<file path="src/hdl/dpc_pkg.sv">
`timescale 1ns / 1ps

package dpc_pkg;

   localparam int VALUE_W = 32;
   localparam int REST_W  = 32;
   localparam int REV_W   = 34;
   localparam int PROD_W  = 64;
   localparam int RECIP_SHIFT = 35;
   localparam logic [REST_W-1:0] RECIP_TEN = 32'hCCCC_CCCD;

   typedef struct packed {
      logic load;
      logic step;
      logic emit;
   } dpc_cmd_type;

   typedef struct packed {
      logic rest_zero;
      logic match;
   } dpc_status_type;

endpackage

</file>
<file path="src/hdl/dpc_ctrl.sv">
`timescale 1ns / 1ps

module dpc_ctrl #(
   parameter int MAX_DIGITS = 10
) (
   input  logic                    clock,
   input  logic                    reset,
   input  logic                    req_valid,
   output logic                    req_ready,
   output logic                    rsp_valid,
   input  logic                    rsp_ready,
   input  dpc_pkg::dpc_status_type status,
   output dpc_pkg::dpc_cmd_type    cmd
);

   localparam int CNT_W = $clog2(MAX_DIGITS + 1);
   localparam logic [CNT_W-1:0] CNT_MAX = CNT_W'(MAX_DIGITS);

   localparam logic S_IDLE = 1'b0;
   localparam logic S_RUN  = 1'b1;

   logic             state_ff, state_in;
   logic [CNT_W-1:0] count_ff, count_in;
   logic             rsp_valid_ff, rsp_valid_in;
   logic             done;
   logic             out_free;

   assign done     = status.rest_zero || (count_ff == CNT_MAX);
   assign out_free = !rsp_valid_ff || rsp_ready;
   assign req_ready = (state_ff == S_IDLE);

   always_comb begin
      state_in = state_ff;
      count_in = count_ff;
      cmd      = '0;
      unique case (state_ff)
         S_IDLE: begin
            if (req_valid) begin
               cmd.load = 1'b1;
               count_in = '0;
               state_in = S_RUN;
            end
         end
         S_RUN: begin
            if (done) begin
               if (out_free) begin
                  cmd.emit = 1'b1;
                  state_in = S_IDLE;
               end
            end else begin
               cmd.step = 1'b1;
               count_in = count_ff + 1'b1;
            end
         end
         default: begin
            state_in = S_IDLE;
         end
      endcase
   end

   always_comb begin
      rsp_valid_in = rsp_valid_ff;
      if (cmd.emit) begin
         rsp_valid_in = 1'b1;
      end else if (rsp_ready) begin
         rsp_valid_in = 1'b0;
      end
   end

   always_ff @(posedge clock) begin
      if (reset) begin
         state_ff     <= S_IDLE;
         count_ff     <= '0;
         rsp_valid_ff <= 1'b0;
      end else begin
         state_ff     <= state_in;
         count_ff     <= count_in;
         rsp_valid_ff <= rsp_valid_in;
      end
   end

   assign rsp_valid = rsp_valid_ff;

   a_count_bound: assert property (@(posedge clock) disable iff (reset)
      count_ff <= CNT_MAX)
      else $error("digit count past limit");

   a_step_not_done: assert property (@(posedge clock) disable iff (reset)
      cmd.step |-> !status.rest_zero && (count_ff != CNT_MAX))
      else $error("step after last digit");

   a_emit_valid: assert property (@(posedge clock) disable iff (reset)
      cmd.emit |=> rsp_valid_ff)
      else $error("result lost");

   a_emit_free: assert property (@(posedge clock) disable iff (reset)
      cmd.emit |-> out_free)
      else $error("result overwritten");

endmodule

</file>
<file path="config.mk">
export PLATFORM = sky130hd
export DESIGN_NAME = dpc_ctrl
export DESIGN_NICKNAME = d
export VERILOG_FILES = /design/src/hdl/dpc_pkg.sv /design/src/hdl/dpc_ctrl.sv
export SDC_FILE = /design/constraint.sdc
export NUM_CORES = 1
export LEC_CHECK = 0
export BUFFER_PORTS_ARGS = -buffer_cell sky130_fd_sc_hd__clkbuf_2
export CAP_MARGIN = 20
export CELL_PAD_IN_SITES_DETAIL_PLACEMENT = 0
export CELL_PAD_IN_SITES_GLOBAL_PLACEMENT = 1
export CORE_AREA = 2 2 39 41
export DETAILED_ROUTE_END_ITERATION = 10
export DIE_AREA = 0 0 41 43
export PLACE_DENSITY = 0.68
export SETUP_SLACK_MARGIN = 0.02
export SLEW_MARGIN = 20
export SYNTH_ARGS = -nofsm -noshare
export SYNTH_HDL_FRONTEND = slang
export SYNTH_SLANG_ARGS = --single-unit
</file>
<file path="constraint.sdc">
create_clock -name clock -period 1.33 [get_ports clock]
set_input_delay 0.133 -clock clock [delete_from_list [all_inputs] [get_ports clock]]
set_output_delay 0.133 -clock clock [all_outputs]
set_load 0.02 [all_outputs]
</file>
==> qor.txt <==
global-route met3 utilization: 0.04712
Layout Skew: 0.003428 ns
layout net count: 71
area of the multi-input gates: 246.5 µm²
CTS Buf Count: 3
Avg WL per Cell: 12.55 µm
violated checks: negative setup slack
final slew viol count: 0
status: finished, violations left
I/O pin cnt: 11
first-pass GRT wire length: 1407 µm
CTS tree: done
syn_area_per_cell: 8.758 µm²
Routed Antenna Nets: 0
Worst Path Required: 1.20 ns
highest clock rate: 0.6875 GHz
Critical Path Source Type: register
P_leak: 0.2453 nW
Port Buffer Count: 9
largest net degree at the start of global routing: 11
grt peak-use layer: met2
Tot GR Track Use: 0.1254
Vias: 363
worst slack at placement: -0.05142 ns
Max VDD drop: 0.4117 mV
die area: 0.001763 mm²
Skew-Pair Late Insertion Delay: 0.24 ns
Area Overhead vs Synth: 64.64%
FF-to-FF path depth: 6
Ys Warns: 0
Final min period: 1.455 ns
vias per inst: 4.714
fin util: 0.4168
Placer Congestion: 0.6308
Worst slew margin: 0.8352
non-filler cells in the finished layout: 77
placed instance area: 439.2 µm²
pin slew with the least headroom to its limit: 0.2467 ns
# hold bufs at CTS: 0
die height: 43 µm
Starting Density: 0.2532
# clock sinks: 6
Final period util: 1.094
post-route cell area: 576.8 µm²
layout cells sized above 1: 0.6066
final hold vios: 0
Cell Area, Synth: 350.3 µm²
hold depth: 3
crit path DAT: 1.32 ns
most common cell after layout, fill and taps aside: buf_4
register area share after synthesis: 0.3429
Cells after Synth: 40
final setup fails: 5
Fillers: 146
Crit Path Class: reg -> out
Max Cap Viol: 0
antenna violations before repair: 0
CTS Root Cell: clkbuf_4
grt met1 use: 0.1474
DR DRC count: 0
Total Wirelength: 966 µm
Die Wd: 41 µm
remaining global-route overflow: 0
Worst-path clk slew: 0.05 ns
placed cells: 65
most frequent cells in the layout: buf_4 (10), clkbuf_2 (7), dfxtp_1 (4)
Crit. End Element: primary output
Yosys cell types: 22
DP Wirelength: 587 µm
pwr dens: 806.0 mW/mm²
Synth Net Count: 48
# H-tree levels: 1
Reg area: 125.1 µm²
core box area: 0.001384 mm²
unrepaired setup endpoints after global routing: true
vias in the first global route: 346
Final WS setup: -0.1246 ns
initial DRC count: 1
Hold WC Path Type: in -> reg
critical-path maximum fanout: 2
Seq cells post-synth: 6
Placement Rows: 14
Antenna diodes: 0
CTS Buffer Depth: 2
Pre-antenna DRT Iters: 2
GR Layer Usage met2: 0.1719
registers in the layout (all words and copies together) (netlist names):
register	flops
state_ff	1
count_ff	4
rsp_valid	1
final timing paths:
path                              endpoint  slack (ns)                      from
setup reg to reg  count_ff[1]$_SDFFE_PP0P_       -0.07  count_ff[0]$_SDFFE_PP0P_
hold / removal         state_ff$_SDFF_PP0_        0.18                 req_valid
setup / recovery                    cmd[0]       -0.12  count_ff[0]$_SDFFE_PP0P_
hold reg to reg   count_ff[2]$_SDFFE_PP0P_        0.54  count_ff[2]$_SDFFE_PP0P_
Yosys cell counts:
cell type	n	area share
dfxtp_1	6	0.34
inv_1	4	0.043
nor2_1	4	0.043
a21oi_1	2	0.029
ha_1	2	0.071
mux2_2	2	0.064
nand4b_1	2	0.050
nor2b_1	2	0.036
nor3_1	2	0.029
o221ai_1	2	0.050
a211oi_1	1	0.021
and3b_1	1	0.025
buf_4	1	0.021
clkbuf_1	1	0.011
nand2_1	1	0.011
nand2b_1	1	0.018
nand3b_1	1	0.021
nor3b_1	1	0.021
o21ba_2	1	0.029
or3_1	1	0.018
or3b_2	1	0.025
or4_1	1	0.021
cell families (layout without fill, tap and decap cells):
kind of cell	after synthesis	in the layout	synth area share
mux	2	2	0.06428
compound gates	6	6	0.1286
simple gates	18	18	0.3179
flops	6	6	0.3429
buf+inv	6	27	0.07499
fa+ha+maj	2	2	0.07142
worst max-delay path, cell delays in order (launching register included):
cell and delay (ns):
dfxtp_2 0.32, inv_2 0.07, ha_4 0.13, nand3b_1 0.11
a211oi_2 0.27, buf_4 0.19
report_power, final:
group | switching (W) | internal, W
Sequential | 0.00000686 | 0.000185
Clock | 0.0000682 | 0.000102
Combinational | 0.0000507 | 0.0000520
through the flow:
stage / hold slack [ns] / TNS, ns / total power [W]
detailed placement: 0.4367 / -0.09774 / 0.0002692
global route: 0.2006 / -0.5905 / 0.0004899
CTS: 0.1758 / -0.3541 / 0.0004625
global placement: 0.4341 / -0.06872 / 0.0002694
floorplan: 0.2953 / -0.08636 / 0.0002427
finish: 0.1778 / -0.3377 / 0.0004649
area by class of cell:
| class | instances | share of cell area |
|---|---|---|
| inverter | 4 | 0.02603 |
| sequential | 6 | 0.2169 |
| multi-input combinational | 28 | 0.4273 |
| tap | 16 | 0.03471 |
| timing repair buffer | 20 | 0.2560 |
| clock buffer | 3 | 0.03905 |
timing repair:
item                                    CTS  global route
pin swaps                                 3             3
endpoints found under the setup margin    5             7
gates resized for setup                   8             6
gates cloned                              0             0
setup buffers                             9             1
routing by layer:
layer | vias up | routed length [µm]
met5 | - | 0
met4 | 0 | 20
met3 | 2 | 33
met2 | 5 | 490
met1 | 170 | 422
li1 | 186 | -
(Power assumes the default switching activity.)
